### config.mk
export PLATFORM = sky130hd
export DESIGN_NAME = spq_datapath
export DESIGN_NICKNAME = d
export VERILOG_FILES = /design/src/rtl/core/spq_pkg.sv /design/src/rtl/core/spq_datapath.sv
export SDC_FILE = /design/constraint.sdc
export NUM_CORES = 1
export LEC_CHECK = 0
export ABC_AREA = 0
export ABC_CLOCK_PERIOD_IN_PS = 5400
export BUFFER_PORTS_ARGS = -buffer_cell sky130_fd_sc_hd__buf_2
export CAP_MARGIN = 20
export CORE_MARGIN = 2
export CORE_UTILIZATION = 55
export DETAILED_ROUTE_END_ITERATION = 16
export GPL_ROUTABILITY_DRIVEN = 0
export PLACE_DENSITY_LB_ADDON = 0.3
export SLEW_MARGIN = 40
export SYNTH_ARGS = -nofsm -noshare
export SYNTH_HDL_FRONTEND = slang
export SYNTH_SLANG_ARGS = --single-unit
### constraint.sdc
create_clock -name clk_i -period 5.4 [get_ports clk_i]
set_input_delay 0.27 -clock clk_i [delete_from_list [all_inputs] [get_ports clk_i]]
set_output_delay 0.27 -clock clk_i [all_outputs]
set_load 0.005 [all_outputs]
### src/rtl/core/spq_pkg.sv
// Shared constants, codes and control types for the sorted priority queue.
package spq_pkg;

  localparam int unsigned DEPTH = 16;
  localparam int unsigned IdxW  = $clog2(DEPTH);
  localparam int unsigned CntW  = $clog2(DEPTH + 1);
  localparam int unsigned CharW = 8;
  localparam int unsigned PrioW = 16;

  localparam logic FUNC_INSERT = 1'b0;
  localparam logic FUNC_SHOW   = 1'b1;

  typedef enum logic [1:0] {
    RES_INSERTED = 2'd0,
    RES_LISTED   = 2'd1,
    RES_EMPTY    = 2'd2,
    RES_FULL     = 2'd3
  } res_status_e;

  typedef enum logic {
    ST_IDLE,
    ST_SHOW
  } spq_state_e;

  typedef struct packed {
    logic        write;
    logic        load;
    res_status_e kind;
    logic        last;
    logic        ptr_clr;
    logic        ptr_inc;
  } spq_cmd_t;

  typedef struct packed {
    logic fill_zero;
    logic fill_full;
    logic show_last;
    logic out_free;
  } spq_stat_t;

endpackage

### src/rtl/core/spq_datapath.sv
// Datapath: sorted slot row with parallel insert cells, read pointer and result register.
module spq_datapath
  import spq_pkg::*;
(
  input  logic             clk_i,
  input  logic             rst_ni,
  input  logic [CharW-1:0] item_char_i,
  input  logic [PrioW-1:0] priority_req_i,
  input  spq_cmd_t         cmd_i,
  output spq_stat_t        stat_o,
  input  logic             out_ready_i,
  output logic             out_valid_o,
  output logic [CharW-1:0] out_char_o,
  output logic [PrioW-1:0] out_priority_o,
  output logic [1:0]       out_status_o,
  output logic             out_last_o
);

  logic [CharW-1:0] slot_char_q [DEPTH];
  logic [PrioW-1:0] slot_prio_q [DEPTH];
  logic [CharW-1:0] slot_char_d [DEPTH];
  logic [PrioW-1:0] slot_prio_d [DEPTH];
  logic [CharW-1:0] head_char [DEPTH];
  logic [PrioW-1:0] head_prio [DEPTH];
  logic [DEPTH-1:0] greater;
  logic [CntW-1:0]  fill_q, fill_d;
  logic [IdxW-1:0]  ptr_q, ptr_d;
  logic             ov_q;
  logic [CharW-1:0] oc_q;
  logic [PrioW-1:0] op_q;
  logic [1:0]       os_q;
  logic             ol_q;

  // Occupied slots holding a priority strictly above the new one; the row is
  // sorted, so these form a tail and the new word lands at its head.
  always_comb begin
    for (int i = 0; i < DEPTH; i++) begin
      greater[i] = (CntW'(i) < fill_q) && (slot_prio_q[i] > priority_req_i);
    end
  end

  // Within the tail, each run of equal priorities takes the carry at its first
  // slot and passes its own front entry on to the start of the next run; the
  // last carry drops into the free slot. head_* holds the front entry of the
  // run that a slot belongs to.
  for (genvar g = 0; g < DEPTH; g++) begin : g_cell
    logic             same_run;
    logic [CharW-1:0] cin_char;
    logic [PrioW-1:0] cin_prio;
    if (g == 0) begin : g_head
      assign same_run     = 1'b0;
      assign cin_char     = item_char_i;
      assign cin_prio     = priority_req_i;
      assign head_char[g] = slot_char_q[g];
      assign head_prio[g] = slot_prio_q[g];
    end else begin : g_body
      assign same_run     = greater[g-1] && (slot_prio_q[g] == slot_prio_q[g-1]);
      assign cin_char     = greater[g-1] ? head_char[g-1] : item_char_i;
      assign cin_prio     = greater[g-1] ? head_prio[g-1] : priority_req_i;
      assign head_char[g] = same_run ? head_char[g-1] : slot_char_q[g];
      assign head_prio[g] = same_run ? head_prio[g-1] : slot_prio_q[g];
    end

    always_comb begin
      slot_char_d[g] = slot_char_q[g];
      slot_prio_d[g] = slot_prio_q[g];
      if (cmd_i.write) begin
        if ((greater[g] && !same_run) || CntW'(g) == fill_q) begin
          slot_char_d[g] = cin_char;
          slot_prio_d[g] = cin_prio;
        end
      end
    end

    always_ff @(posedge clk_i) begin
      slot_char_q[g] <= slot_char_d[g];
      slot_prio_q[g] <= slot_prio_d[g];
    end
  end

  always_comb begin
    fill_d = fill_q;
    if (cmd_i.write) begin
      fill_d = fill_q + CntW'(1);
    end
    ptr_d = ptr_q;
    if (cmd_i.ptr_clr) begin
      ptr_d = '0;
    end else if (cmd_i.ptr_inc) begin
      ptr_d = ptr_q + IdxW'(1);
    end
  end

  always_ff @(posedge clk_i or negedge rst_ni) begin
    if (!rst_ni) begin
      fill_q <= '0;
      ptr_q  <= '0;
      ov_q   <= 1'b0;
    end else begin
      fill_q <= fill_d;
      ptr_q  <= ptr_d;
      if (cmd_i.load) begin
        ov_q <= 1'b1;
      end else if (out_ready_i) begin
        ov_q <= 1'b0;
      end
    end
  end

  // result word: only a listed entry carries slot contents
  always_ff @(posedge clk_i) begin
    if (cmd_i.load) begin
      os_q <= cmd_i.kind;
      ol_q <= cmd_i.last;
      if (cmd_i.kind == RES_LISTED) begin
        oc_q <= slot_char_q[ptr_q];
        op_q <= slot_prio_q[ptr_q];
      end else begin
        oc_q <= '0;
        op_q <= '0;
      end
    end
  end

  assign stat_o.fill_zero = (fill_q == '0);
  assign stat_o.fill_full = (fill_q == CntW'(DEPTH));
  assign stat_o.show_last = (({1'b0, ptr_q} + CntW'(1)) == fill_q);
  assign stat_o.out_free  = !ov_q || out_ready_i;

  assign out_valid_o    = ov_q;
  assign out_char_o     = oc_q;
  assign out_priority_o = op_q;
  assign out_status_o   = os_q;
  assign out_last_o     = ol_q;

endmodule

* After elaboration in Yosys (flattened, before gate mapping)
Memory sizes are Yosys's and may differ from the RTL's. A register that Yosys moved wholly into a read port is not among the register bits.
Index checks and enable logic that the tools add are counted.
** Word-level totals
- Register bits after elaboration :: 13
- Bits in latches :: 0
- RAM bits :: 384
- Bits in read-only memories :: 0
- Memories :: 2
** Cells by class
- Add/sub/neg operators :: 3
- Multipliers :: 0
- Divide/modulo/power cells :: 0
- Magnitude comparators :: 32
- Equality and inequality tests :: 35
- Shift operators :: 0
- Mux-type cells :: 126
- Bitwise logic cells :: 0
- Reduce and logical (&&, ||, !) cells :: 85
** Memories
- slot_prio_q :: words 16, width 16, rd ports 17, clocked after memory_dff 1, write ports 16, line spq_datapath.sv:20 : logic [PrioW-1:0] slot_prio_q [DEPTH];
- slot_char_q :: words 16, width 8, rd ports 16, clocked after memory_dff 1, write ports 16, line spq_datapath.sv:19 : logic [CharW-1:0] slot_char_q [DEPTH];
** Operators by type and width (count)
- 16-bit 2-to-1 mux :: 61
- 8-bit 2-to-1 mux :: 61
- 16-bit greater-than comparator :: 16
- 16-bit equality test :: 15
- 1-bit logical AND :: 46
- 4-bit by 5-bit equality test with 1-bit output (first input constant) :: 8
- 4-bit by 5-bit < comparator with 1-bit output (first input constant) :: 8
- 3-bit by 5-bit equality test with 1-bit output (first input constant) :: 4
- 3-bit by 5-bit < comparator with 1-bit output (first input constant) :: 4
- 1-bit zero test :: 18
- 1-bit logical OR :: 17
- 2-bit by 5-bit equality test with 1-bit output (first input constant) :: 2
- 1-bit by 5-bit < comparator with 1-bit output (first input constant) :: 2
- 2-bit by 5-bit < comparator with 1-bit output (first input constant) :: 2
- 4-bit 2-to-1 mux :: 2
- 4-bit by 1-bit adder with 5-bit output (second input constant) :: 1
- 5-bit by 1-bit adder with 5-bit output (second input constant) :: 1
- 1-bit by 5-bit equality test with 1-bit output (first input constant) :: 1
- 5-bit equality test :: 1
- 5-bit equality test (second input constant) :: 1
- 5-bit zero test :: 1
- 4-bit by 1-bit adder with 4-bit output (second input constant) :: 1
- 2-bit nonzero test :: 2
- 2-bit by 1-bit equality test with 1-bit output (second input constant) :: 1
- other kinds (4) :: 5

* Logic depth before layout (Yosys ltp)
An unclocked memory read counts as a cell.
- Depth in word-level cells :: 21
- Gate-level depth with buffers :: 16
- Gate-level depth less buffers :: 12

* Least setup slack after synthesis
Ideal clock, no wire load.
- Path kind :: in2reg
- Start point :: input port priority_req_i[15]
- End point :: memory slot_char_q[1][0], enable pin
- Setup time :: 442 ps
- Arrival time :: 4408 ps
- Data required time :: 4958 ps
- Setup slack :: 550 ps
- Stages :: 12
- Path buffers :: 3
- Cells stage by stage :: inv_1 -> clkbuf_1 -> ha_1 -> nand4_2 -> nor4_2 -> a21boi_0 -> or4_1 -> clkbuf_8 -> and2_1 -> clkbuf_1 -> nand2_1 -> a21boi_0
** RTL lines
- from (decl) :: line spq_datapath.sv:8 : input logic [PrioW-1:0] priority_req_i,
- to (decl) :: line spq_datapath.sv:19

==> flow_summary.ini <==
[logic_synthesis]
synth_cells = 2777
synth_most_common_cell = edfxtp_1
synth_edf_count = 411
syn_nets = 3071
ys_seq_area_share_pct = 40.8
ys_warn_count = 0
synth_top_area_share_pct = 40.0
synth_area_leaders = edfxtp_1 (40%), ha_1 (11%), mux4_2 (8.7%)
syn-cell-area_um2 = 30800
ys_ff_latch = 421
async_reset_ff_share_pct = 2.38
ys.flop_type = edfxtp_1
yosys-top-cells-count = edfxtp_1 (411), nand2_1 (284), ha_1 (260)
synth_top_area_cell = edfxtp_1
avgSynthCellArea_um2 = 11.1
ys_types = 97

[final_layout]
final_cells = 3621
stdcell_area_um2 = 33900
nNetsFinal = 3132
drive_gt1_share_pct = 17.2
area_growth_pct = 9.95

[clock_network]
cts_resized = 0
tritoncts = built
cts_setup_buffers = 0
clock-root-buffer = clkbuf_16
cts_buffers = 46
path_clk_slew_ns = 0.06
cts.sinks = 421
ctsLongestPathBuffers = 3
h-tree-depth = 2
clkLatencyLatePin_ns = 0.64

[min_path]
holdPathStages = 1
min_from = priority_req_i[11]
hold_end = slot_prio_q[0][11]$_DFFE_PP_
holdCritPathClass = primary input to flip-flop

[detailed_routing]
drt_iter0_markers = 3973
dr_wl_met3_um = 15800
vias = 26100
top_layer = met5
ant_nets = 0
wl_um = 109000
drc = 0
via_per_inst = 7.21
wl_met1_um = 39400
dr.pass1.iters = 6
avgRoutedWirePerCell_um = 30.1
wl_met2_um = 46800

[floorplan]
die_area_um2 = 58000
die_h_um = 241
rows = 86
ios = 66
initial_core_util_pct = 55.7
core_um2 = 55300
die_w_um = 241

[timing]
worst_slack_ns = 0.560
rsz0062_at_grt = false
skew_ns = 0.0476
slew_headroom_pct = 37.3
tns_ns = 0
finalHoldViolCount = 0
max_clock_freq_mhz = 207
finalSetupViolCount = 0
slew_violations = 0
min_period_ns = 4.84
post-route-period-util_pct = 89.6
tightestPinTransition_ns = 0.931
hold_slack_ns = 0.0216

[worst_setup_path]
reg2regPathDepth = 11
crit_type = primary input to flip-flop
cp-start-kind = primary input
end_kind = flip-flop
worstPathRequired_ns = 5.74
worstPathMaxFanout = 17
arrival_ns = 5.18
reg2reg_slack_ns = 0.87
r2r_end = slot_char_q[13][7]$_DFFE_PP_
r2r_start = slot_prio_q[4][14]$_DFFE_PP_

[placement]
postPlaceCellArea_um2 = 32200
place_hpwl_um = 80400
place_inst = 3524
port-buffer-count = 65
place_ws_ns = 0.685

[grt]
grt_pass1_vias = 25100
globalRouteTotalUtil_pct = 37.9
antenna_found_initial = 7
grt_remaining_overflow = 0
grt_pass1_wl_um = 162000
grt_max_degree = 70

[outcome]
status = finished clean

[power_and_ir_drop]
power.density_nw_per_um2 = 436
max-vdd-ir-drop_v = 0.000294
p_leak_nw = 12.0

[flow_run]
maxCapViolations = 0
==> layout make-up <==
class	instances	area, µm²
inverter	62	233
fill	4387	21400
clock inverter	28	322
clock buffer	53	1200
multi-input combinational	2143	17400
antenna	2	5.00
timing repair buffer	164	1180
tap	748	936
sequential	421	12600
==> logic make-up (layout without fill, tap and decap cells) <==
family	Yosys count	in the layout	synth area share, %
AND/OR/NAND/NOR	731	731	12.0
AO/OA/AOI/OAI	674	674	13.9
flip-flops	421	421	40.8
adder cells (fa/ha/maj)	260	260	10.6
XOR/XNOR	252	252	7.16
multiplexers	226	226	12.6
buffers and inverters	213	307	2.94
other	0	2	0
==> state kept, by name, indices dropped and copies added, names as in the netlist <==
signal,count
fill_q,5
out_valid_o,1
slot_char_q,128
out_priority_o,16
slot_prio_q,256
ptr_q,4
out_status_o,2
out_last_o,1
out_char_o,8
==> per-layer routing <==
layer,up-vias,GRT usage [%]
met4,8,20.9
met2,2161,55.9
met1,12600,49.6
met3,499,12.2
li1,10800,-
met5,-,0
==> stage by stage <==
step,util [%],power [W]
final,61.3,0.0148
after global routing,61.3,0.0153
after CTS,61.3,0.0145
after detailed placement,58.3,0.0112
after global placement,58.3,0.0110
after floorplan,-,0.00912
==> cell usage in the layout (no fill, tap or decap), drive strengths merged, types with 94 or more instances in the layout <==
master / synthesis / routed
edfxtp: 411 / 411
nand2: 286 / 286
buf: 38 / 150
nand4: 100 / 100
ha: 260 / 260
mux4: 120 / 120
xnor2: 191 / 191
o21ai: 260 / 260
mux2: 94 / 94
nor2: 113 / 113
a21oi: 141 / 141
==> worst max-delay path, cell delays in order <==
cell	delay, ns
dlygate4sd3_1	0.54
buf_2	0.27
inv_1	0.32
ha_1	0.43
nand4_1	0.22
nor3_1	0.56
a21boi_0	0.35
o311ai_2	0.16
buf_4	0.25
or2_0	0.45
o31ai_1	0.66
a21oi_1	0.28
a31oi_1	0.28
o21ai_0	0.13
==> how the worst max path moves through the flow <==
stage	startpoint	endpoint	slack, ns	depth (start not counted)
6_report	priority_req_i[14]	slot_char_q[13][7]$_DFFE_PP_	0.56	14
5_1_grt	priority_req_i[14]	slot_char_q[13][7]$_DFFE_PP_	0.35	14
4_1_cts	priority_req_i[14]	slot_char_q[15][2]$_DFFE_PP_	0.75	14
3_5_place_dp	priority_req_i[13]	slot_char_q[15][2]$_DFFE_PP_	0.68	14
3_3_place_gp	priority_req_i[13]	slot_char_q[13][2]$_DFFE_PP_	0.82	14
2_1_floorplan	priority_req_i[15]	slot_char_q[1][0]$_DFFE_PP_	0.55	12
==> repair_timing <==
item	in CTS	in global routing
hold buffers	13	1
endpoints found under the setup margin	0	0
hold endpoints to repair	23	1
==> power breakdown <==
part	switching (W)	internal, W
sequential	0.00114	0.00471
clock	0.00142	0.00188
combinational	0.00338	0.00227
(Power assumes the default switching activity.)
