### src/rtl/core/spq_pkg.sv
// Shared constants, codes and control types for the sorted priority queue.
package spq_pkg;

  localparam int unsigned DEPTH = 16;
  localparam int unsigned IdxW  = $clog2(DEPTH);
  localparam int unsigned CntW  = $clog2(DEPTH + 1);
  localparam int unsigned CharW = 8;
  localparam int unsigned PrioW = 16;

  localparam logic FUNC_INSERT = 1'b0;
  localparam logic FUNC_SHOW   = 1'b1;

  typedef enum logic [1:0] {
    RES_INSERTED = 2'd0,
    RES_LISTED   = 2'd1,
    RES_EMPTY    = 2'd2,
    RES_FULL     = 2'd3
  } res_status_e;

  typedef enum logic {
    ST_IDLE,
    ST_SHOW
  } spq_state_e;

  typedef struct packed {
    logic        write;
    logic        load;
    res_status_e kind;
    logic        last;
    logic        ptr_clr;
    logic        ptr_inc;
  } spq_cmd_t;

  typedef struct packed {
    logic fill_zero;
    logic fill_full;
    logic show_last;
    logic out_free;
  } spq_stat_t;

endpackage

### src/rtl/core/spq_ctrl.sv
// Controller state machine: accepts request words and sequences the show stream.
module spq_ctrl
  import spq_pkg::*;
(
  input  logic      clk_i,
  input  logic      rst_ni,
  input  logic      in_valid_i,
  input  logic      in_func_i,
  output logic      in_ready_o,
  input  spq_stat_t stat_i,
  output spq_cmd_t  cmd_o
);

  spq_state_e state_q, state_d;
  logic       fire;

  assign fire = in_valid_i && stat_i.out_free;

  always_ff @(posedge clk_i or negedge rst_ni) begin
    if (!rst_ni) begin
      state_q <= ST_IDLE;
    end else begin
      state_q <= state_d;
    end
  end

  always_comb begin
    state_d = state_q;
    case (state_q)
      ST_IDLE: begin
        if (fire && in_func_i == FUNC_SHOW && !stat_i.fill_zero) begin
          state_d = ST_SHOW;
        end
      end
      ST_SHOW: begin
        if (stat_i.out_free && stat_i.show_last) begin
          state_d = ST_IDLE;
        end
      end
      default: state_d = ST_IDLE;
    endcase
  end

  always_comb begin
    in_ready_o    = 1'b0;
    cmd_o         = '0;
    cmd_o.kind    = RES_INSERTED;
    case (state_q)
      ST_IDLE: begin
        in_ready_o = stat_i.out_free;
        if (fire) begin
          if (in_func_i == FUNC_INSERT) begin
            cmd_o.load  = 1'b1;
            cmd_o.last  = 1'b1;
            if (stat_i.fill_full) begin
              cmd_o.kind = RES_FULL;
            end else begin
              cmd_o.kind  = RES_INSERTED;
              cmd_o.write = 1'b1;
            end
          end else if (stat_i.fill_zero) begin
            cmd_o.load = 1'b1;
            cmd_o.last = 1'b1;
            cmd_o.kind = RES_EMPTY;
          end else begin
            cmd_o.ptr_clr = 1'b1;
          end
        end
      end
      ST_SHOW: begin
        // advance one entry each time the output register frees up
        if (stat_i.out_free) begin
          cmd_o.load    = 1'b1;
          cmd_o.kind    = RES_LISTED;
          cmd_o.last    = stat_i.show_last;
          cmd_o.ptr_inc = 1'b1;
        end
      end
      default: begin
        in_ready_o = 1'b0;
      end
    endcase
  end

endmodule

### config.mk
export PLATFORM = sky130hd
export DESIGN_NAME = spq_ctrl
export DESIGN_NICKNAME = d
export VERILOG_FILES = /design/src/rtl/core/spq_pkg.sv /design/src/rtl/core/spq_ctrl.sv
export SDC_FILE = /design/constraint.sdc
export NUM_CORES = 1
export LEC_CHECK = 0
export ABC_AREA = 1
export BUFFER_PORTS_ARGS = -buffer_cell sky130_fd_sc_hd__clkbuf_2
export CORE_AREA = 2 2 39 41
export DETAILED_ROUTE_END_ITERATION = 12
export DIE_AREA = 0 0 41 43
export GPL_TIMING_DRIVEN = 0
export PLACE_DENSITY = 0.45
export SETUP_SLACK_MARGIN = 0.5
export SLEW_MARGIN = 20
export SYNTH_ARGS = -nofsm -noshare
export SYNTH_HDL_FRONTEND = slang
export SYNTH_SLANG_ARGS = --single-unit
export TNS_END_PERCENT = 30
### constraint.sdc
create_clock -name clk_i -period 0.86 [get_ports clk_i]
set_input_delay 0 -clock clk_i [delete_from_list [all_inputs] [get_ports clk_i]]
set_output_delay 0 -clock clk_i [all_outputs]
set_load 0.005 [all_outputs]
== After elaboration in Yosys (flattened, before gate mapping) ==
Index checks and enable logic that the tools add are counted.
Word-level totals
  flip-flop bits (word level): 1
  input bits: 8
Cells by class
  mux-type cells: 18
  bitwise operators: 1
  reduce and logical (&&, ||, !) cells: 5
Operators with widths (number)
  $mux W4: 3
  $mux W1: 11
  $pmux W4 S2: 1
  $mux W6: 1
  $logic_and A1 B1 Y1: 4
  $mux W2: 1
  $pmux W1 S2: 1
  $logic_not A1 Y1: 1
  $not A1 Y1: 1

== Depth between registers and ports, before layout ==
Gate-level depths: netlist (run 1).
  word-level depth: 5
  depth in mapped cells: 4
  mapped depth without buffers: 4

== Worst setup path after synthesis (run 1) ==
No wires, ideal clock.
  path kind: register to register
  start point: register state_q
  end point: register state_q
  setup time: 0.119 ns
  arrival time: 0.591 ns
  data required time: 0.741 ns
  slack: 0.150 ns
  stages on the path, launching flop included: 4
  path buffers: 0
  period minus slack after synthesis: 0.710 ns
  cells stage by stage: dfrtp_1 inv_1 nand3_1 nand2_1
Between the ends
  word-level cells in the longest chain between the ends: 2
RTL lines
  start, declared: line spq_ctrl.sv:14  | spq_state_e state_q, state_d;
  start signal, assigned: line spq_ctrl.sv:23  | state_q <= state_d;
  $not A1 Y1
  $pmux W1 S2 (*): line spq_ctrl.sv:29  | case (state_q)
  net state_d: line spq_ctrl.sv:14
Mark *: on every way through the listed nets, which the timed path passes. The rest lies on a longest branch.

==> impl_metrics.ini, run 1 <==
[timing]
skew_ns = 0
tightestPinTransition_ns = 0.196
relSlewSlack_pct = 86.9
setup_viol = 0
fin_crit_sh_pct = 91.8
final_max_slew_viol_count = 0
rsz0062_at_grt = true
hold_slack_ns = -0.224
fin_tns_setup_ns = 0
period_needed_ns = 0.790
fmax_mhz = 1270
hold_violations = 1

[setup_path]
arrival_ns = 0.79
max_stage_delay_ns = 0.43
critical_path.slowest_cell = dfrtp_2
worstPathRequired_ns = 0.86
cp_max_fo = 5
path_cells = inv_4, nand3_4, nor2_2, clkbuf_2
endpoint_kind = output pin
crit_type = reg2out
start_kind = flop

[grt]
grt_use_total_pct = 5.11
grt_pass1_wl_um = 676
grt_pass1_vias = 173
grt_start_max_net_pins = 6
grt-ovfl-total = 0
antenna_found_initial = 0

[place]
routabilityCongestion = 0.572
port_buffers = 15
dpl.hpwl_um = 373

[detailed_routing]
drt-pass1-iter-count = 4
first_iter_violations = 3
route.detailed.drc = 0
postRouteAntennaNets = 0
post_drt_wl_per_cell_um = 7.20
vias = 204
via_per_inst = 3.46
drt_wl_total_um = 425

[synth]
yosysSeqAreaShare_pct = 18.0
muxShareOfSynthArea_pct = 0
synth_compound_area_share_pct = 3.60
synth-seq-cells = 1
syn_area_per_cell_um2 = 5.14
syn_area_um2 = 139
syn-instance-count = 27
synth_top_family_by_area = simple AND/OR/NAND/NOR gates
synth-simple-area-share_pct = 58.6
synth-warning-count = 0
synth_nets = 35
synthAdderAreaFrac_pct = 0
ys_types = 10
synth_xor_area_share_pct = 0

[cells_and_area]
layout.nets = 53
largest_reg_flops = 1
top_register = state_q
finish.utilization_pct = 20.6
syn2layout_area_growth_pct = 105
diodes = 0
drive_above_1_share_pct = 62.8
reg_top3 = state_q: 1 flops

[cts]
clkSlewWorstSetupHoldPaths_ns = 0
clk_latency_ns = 0

[die]
io-pin-count = 16
dieArea_um2 = 1760
fp-row-count = 14
chipWidth_um = 41
core_um2 = 1380
die_height_um = 43
start_util_pct = 10.0

[run_status]
violations = negative hold slack
status = finished, violations left

[pwr]
ir_drop_v = 0.000298
power_density_nw_per_um2 = 670
finalPower_mw = 0.191
leakage_nw = 0.175

[min_path]
hp-class = in2async

[run]
drv_cap = 0
cell families (layout without fill, tap and decap cells):
kind of cell	Yosys count	in the layout
flip-flops	1	1
buffers and inverters	7	23
AND/OR/NAND/NOR	18	18
AO/OA/AOI/OAI	1	1
cell type report:
cell class,instances,area [um2]
multi-input cells,19,116
fillers,161,1100
flip-flops and latches,1,26.3
well taps,16,20.0
inverters,7,30.0
repair buffers,16,92.6
worst max-delay path: cells and delay by family (launching register included):
family	cells	cell delay (ns)
AND/OR/NAND/NOR	2	0.16
buffers and inverters	2	0.20
flip-flops	1	0.43
report_power, final:
| part | internal (mW) | switching (mW) |
|---|---|---|
| logic | 0.0629 | 0.0643 |
| registers | 0.0538 | 0.0102 |
| clock network | 0 | 0 |
| total | 0.117 | 0.0744 |
cells in the final DEF, fill, tap and decap left out, types with 2 or more instances in the layout:
cell and count:
nand2_1 7, nor2_1 4, nand2_2 3, buf_6 2, clkbuf_2 14, inv_1 4
nand3_4 2
path summary, 6_finish.rpt:
kind,from,endpoint,slack (ns),cells after the start
max reg2reg,state_q$_DFF_PN0_,state_q$_DFF_PN0_,0.13,3
min in group clk_i,stat_i[1],state_q$_DFF_PN0_,0.30,4
min reg2reg,state_q$_DFF_PN0_,state_q$_DFF_PN0_,0.59,2
max in group asynchronous,rst_ni,state_q$_DFF_PN0_,0.99,1
max,state_q$_DFF_PN0_,cmd_o[4],0.07,4
min,rst_ni,state_q$_DFF_PN0_,-0.22,1
synth_stat cells:
| cell | n | area, um2 |
|---|---|---|
| dfrtp_1 | 1 | 25.0 |
| o21ai_0 | 1 | 5.00 |
| inv_1 | 6 | 22.5 |
| nor2_2 | 1 | 6.26 |
| nand2_1 | 9 | 33.8 |
| nand3_1 | 2 | 10.0 |
| nand2_2 | 1 | 6.26 |
| clkinv_2 | 1 | 5.00 |
| nand3_2 | 1 | 10.0 |
| nor2_1 | 4 | 15.0 |
timing repair:
action / in CTS / in global routing
setup endpoints to repair: 9 / 9
hold endpoints to repair: 1 / 1
setup buffers: 1 / 0
resized for setup: 2 / 9
pin swaps: 2 / 1
through the flow:
step / setup slack [ns] / std cells / cell area [um2]
3_3_place_gp: 0.00654 / 58 / 239
3_5_place_dp: 0.0135 / 58 / 239
5_1_grt: 0.0301 / 59 / 285
6_report: 0.0701 / 59 / 285
2_1_floorplan: 0.181 / 27 / 144
4_1_cts: 0.0751 / 59 / 255
per-layer routing:
| layer | GRT usage, % | vias to the layer above | part of all wire (%) | wire length, um |
|---|---|---|---|---|
| met2 | 8.44 | 9 | 49 | 209 |
| met5 | 0 | - | 0 | 0 |
| met3 | 0 | 0 | 8.5 | 36 |
| li1 | - | 112 | - | - |
| met4 | 0 | 0 | 0 | 0 |
| met1 | 7.64 | 83 | 42 | 178 |
Power figures use the tool's default switching activity.
==> inputs of run 2 (changes only) <==
==> constraint.sdc (replaced) <==
create_clock -name clk_i -period 0.86 [get_ports clk_i]
set_input_delay 0.129 -clock clk_i [delete_from_list [all_inputs] [get_ports clk_i]]
set_output_delay 0.129 -clock clk_i [all_outputs]
set_load 0.005 [all_outputs]
==> impl_metrics.ini, run 2 (synthesis results as in run 1) <==
[run_status]
status = finished, violations left
violations = negative hold slack, negative setup slack

[detailed_routing]
wl_met2_um = 202
vias = 208
drt-pass1-iter-count = 2
drt_wl_total_um = 427
via_per_inst = 3.53
route.detailed.drc = 0
postRouteAntennaNets = 0
first_iter_violations = 1
top_layer = met3
wl_met3_um = 35
wl_met1_um = 189
post_drt_wl_per_cell_um = 7.24

[setup_path]
path_buf_inv = 3
endpoint_kind = output pin
crit_family = flip-flops
max_stage_delay_ns = 0.42
worstSetupStartpoint = state_q$_DFF_PN0_
start_kind = flop
worstPathRequired_ns = 0.73
path_cells = inv_2, nand3_1, inv_1, clkbuf_2
crit_type = reg2out
arrival_ns = 0.78
r2r-start = state_q$_DFF_PN0_
critical_path.slowest_cell = dfrtp_2
cp_max_fo = 5

[cells_and_area]
diodes = 0
syn2layout_area_growth_pct = 90.1
largest_reg_flops = 1
layout_commonest_cell = clkbuf_2
reg_top3 = state_q: 1 flops
top_register = state_q
multi_input_area_um2 = 98.8
drive_above_1_share_pct = 55.8
final_area_um2 = 264
final_cell_mix = 12 x clkbuf_2, 9 x nand2_1, 5 x inv_1, 3 x nor2_2
seqCellArea_um2 = 26.3
num-fill-cells = 168
layout.nets = 53

[pwr]
power_density_nw_per_um2 = 660
leakage_nw = 0.176
ir_drop_v = 0.000324

[timing]
setup_viol = 6
hold_violations = 1
rsz0062_at_grt = true
tightestPinTransition_ns = 0.144
fmax_mhz = 1100
relSlewSlack_pct = 90.3
hold_slack_ns = -0.0951
fin_crit_sh_pct = 106
final.setup.worst_slack_ns = -0.0527
final_max_slew_viol_count = 0
period_needed_ns = 0.913
skew_ns = 0

[grt]
grt_pass1_vias = 152
grt_pass1_wl_um = 586
grt_start_max_net_pins = 6
grt_use_total_pct = 4.41
antenna_found_initial = 0
grt-ovfl-total = 0

[place]
postPlaceCellArea_um2 = 234
port_buffers = 15
dpl.hpwl_um = 373
routabilityCongestion = 0.648
place_ws_ns = -0.0942

[die]
core_um2 = 1380
chipWidth_um = 41
start_util_pct = 10.0
io-pin-count = 16
dieArea_um2 = 1760
fp-row-count = 14
die_height_um = 43

[run]
drv_cap = 0

[min_path]
hp-class = in2async

[cts]
clkSlewWorstSetupHoldPaths_ns = 0
clk_latency_ns = 0
## run 2: metal layers
metal | global-route usage, % | vias to the layer above
li1 | - | 111
met1 | 6.39 | 89
met2 | 7.50 | 8
met3 | 0 | 0
met4 | 0 | 0
met5 | 0 | -
## run 2: repair_timing
item                                    in CTS  in global routing
resized for setup                            4                  3
endpoints found under the setup margin       9                  9
pin swaps                                    2                  0
buffers inserted                             1                  0
hold endpoints to repair                     1                  1
## run 2: metrics by stage
stage               total power, mW  util [%]  hold WS [ns]  TNS [ns]  std cells
finish                        0.174      19.1       -0.0951    -0.170         59
global route                  0.189      19.1       -0.0922    -0.439         59
CTS                           0.174      18.9       -0.0936    -0.206         59
detailed placement            0.156      16.9       -0.0936    -0.332         58
global placement              0.156      16.9       -0.0949    -0.364         58
floorplan                     0.103         -        -0.167         0         27
## run 2: layout make-up
| type | count | area share, % |
|---|---|---|
| timing repair buffer | 16 | 34.6 |
| sequential | 1 | 9.95 |
| tap | 16 | 7.58 |
| inverter | 7 | 10.4 |
| multi-input combinational | 19 | 37.4 |
## run 2: path summary, 6_finish.rpt
kind,slack (ns),endpoint,cells after the start
min,-0.1,state_q$_DFF_PN0_,1
min in group clk_i,0.42,state_q$_DFF_PN0_,4
max,-0.05,cmd_o[1],4
max reg2reg,0.05,state_q$_DFF_PN0_,3
max in group asynchronous,0.86,state_q$_DFF_PN0_,1
min reg2reg,0.66,state_q$_DFF_PN0_,3
## run 2: worst register-to-register path: stages (launching register included)
cell and delay, ns:
dfrtp_2 0.42, buf_4 0.15, nand2_1 0.06, nand2_1 0.05
## run 2: report_power, final
part,internal [mW],switching [mW],leakage [nW]
sequential,0.0538,0.00784,0.0117
combinational,0.0556,0.0572,0.164
clock,0,0,0
total,0.109,0.0650,0.176
==> inputs of run 3 (changes only) <==
--- a/config.mk
+++ b/config.mk
@@ -7,11 +7,13 @@
 export LEC_CHECK = 0
 export ABC_AREA = 1
 export BUFFER_PORTS_ARGS = -buffer_cell sky130_fd_sc_hd__clkbuf_2
+export CELL_PAD_IN_SITES_DETAIL_PLACEMENT = 1
+export CELL_PAD_IN_SITES_GLOBAL_PLACEMENT = 1
 export CORE_AREA = 2 2 39 41
 export DETAILED_ROUTE_END_ITERATION = 12
 export DIE_AREA = 0 0 41 43
 export GPL_TIMING_DRIVEN = 0
-export PLACE_DENSITY = 0.45
+export PLACE_DENSITY = 0.62
 export SETUP_SLACK_MARGIN = 0.5
 export SLEW_MARGIN = 20
 export SYNTH_ARGS = -nofsm -noshare
==> constraint.sdc (replaced) <==
create_clock -name clk_i -period 0.86 [get_ports clk_i]
set_input_delay 0.086 -clock clk_i [delete_from_list [all_inputs] [get_ports clk_i]]
set_output_delay 0.086 -clock clk_i [all_outputs]
set_load 0.005 [all_outputs]
==> impl_metrics.ini, run 3 (synthesis results as in run 1) <==
[grt]
grt_start_max_net_pins = 7
grt_use_total_pct = 5.11
grt_pass1_wl_um = 683
antenna_found_initial = 0
grt-ovfl-total = 0
grt_pass1_vias = 175

[timing]
hold_slack_ns = -0.138
relSlewSlack_pct = 91.5
period_needed_ns = 0.859
fmax_mhz = 1160
skew_ns = 0
rsz0062_at_grt = true
hold_violations = 1
final.setup.worst_slack_ns = 0.000721
fin_tns_setup_ns = 0
fin_crit_sh_pct = 99.9
final_max_slew_viol_count = 0
setup_viol = 0
tightestPinTransition_ns = 0.126

[cells_and_area]
reg_top3 = state_q: 1 flops
syn2layout_area_growth_pct = 80.2
layout.nets = 52
drive_above_1_share_pct = 54.8
final_cell_mix = 12 x clkbuf_2, 9 x nand2_1, 5 x inv_1, 3 x nor2_1, 3 x buf_2
final_area_um2 = 250
finish.utilization_pct = 18.1
num-fill-cells = 187
top_register = state_q
largest_reg_flops = 1
layout.cells.non_filler = 58
diodes = 0
layout_commonest_cell = clkbuf_2

[cts]
clk_latency_ns = 0
clkSlewWorstSetupHoldPaths_ns = 0
postCtsSetupRepairBufs = 0

[detailed_routing]
vias = 199
drt-pass1-iter-count = 2
via_per_inst = 3.43
route.detailed.drc = 0
drt_wl_total_um = 434
postRouteAntennaNets = 0
post_drt_wl_per_cell_um = 7.48
first_iter_violations = 1

[die]
io-pin-count = 16
die_height_um = 43
dieArea_um2 = 1760
start_util_pct = 10.0
chipWidth_um = 41
core_um2 = 1380
fp-row-count = 14

[place]
routabilityCongestion = 0.638
postPlaceCellArea_um2 = 234
port_buffers = 15
dpl.hpwl_um = 410
place_ws_ns = -0.0464
dpl.cell_count = 58

[setup_path]
endpoint_kind = output pin
arrival_ns = 0.77
cp_max_fo = 6
reg2reg_slack_ns = 0.12
start_kind = flop
worstPathRequired_ns = 0.77
crit_type = reg2out

[run_status]
status = finished, violations left
violations = negative hold slack

[pwr]
power_density_nw_per_um2 = 653
ir_drop_v = 0.000325
finalPower_mw = 0.163
leakage_nw = 0.169

[run]
drv_cap = 0

[min_path]
hp-class = in2async
## run 3: timing repair
item | CTS | global route
setup endpoints to repair | 9 | 9
pin swaps | 5 | 3
endpoints found under the hold margin | 1 | 1
gates resized for setup | 2 | 5
## run 3: routing by layer
layer / GRT usage [%] / part of all wire [%] / vias up
li1: - / - / 108
met1: 7.64 / 46 / 82
met2: 8.44 / 45 / 9
met3: 0 / 8.3 / 0
met4: 0 / 0 / 0
met5: 0 / 0 / -
## run 3: power by group
group	switching [mW]	internal [mW]
Sequential	0.00863	0.0538
Clock	0	0
Combinational	0.0547	0.0463
Total	0.0634	0.100
## run 3: worst paths after layout
kind / startpoint / cells after the start / end
max in group asynchronous: rst_ni / 1 / state_q$_DFF_PN0_
worst max-delay path: state_q$_DFF_PN0_ / 4 / cmd_o[4]
worst min register to register: state_q$_DFF_PN0_ / 2 / state_q$_DFF_PN0_
worst min-delay path: rst_ni / 1 / state_q$_DFF_PN0_
min in group clk_i: stat_i[1] / 4 / state_q$_DFF_PN0_
worst max register to register: state_q$_DFF_PN0_ / 3 / state_q$_DFF_PN0_
## run 3: worst max-delay path: stages, from the launching register on
cell	delay (ns)
dfrtp_2	0.42
inv_2	0.10
nand3_4	0.07
nor2_2	0.07
buf_2	0.11
## run 3: final cells by class
| class | instances | area, um2 | share of cell area, % |
|---|---|---|---|
| Multi-Input combinational cell | 19 | 101 | 40.5 |
| Inverter | 7 | 27.5 | 11.0 |
| Sequential cell | 1 | 26.3 | 10.5 |
| Tap cell | 16 | 20.0 | 8.00 |
| Timing Repair Buffer | 15 | 75.1 | 30.0 |
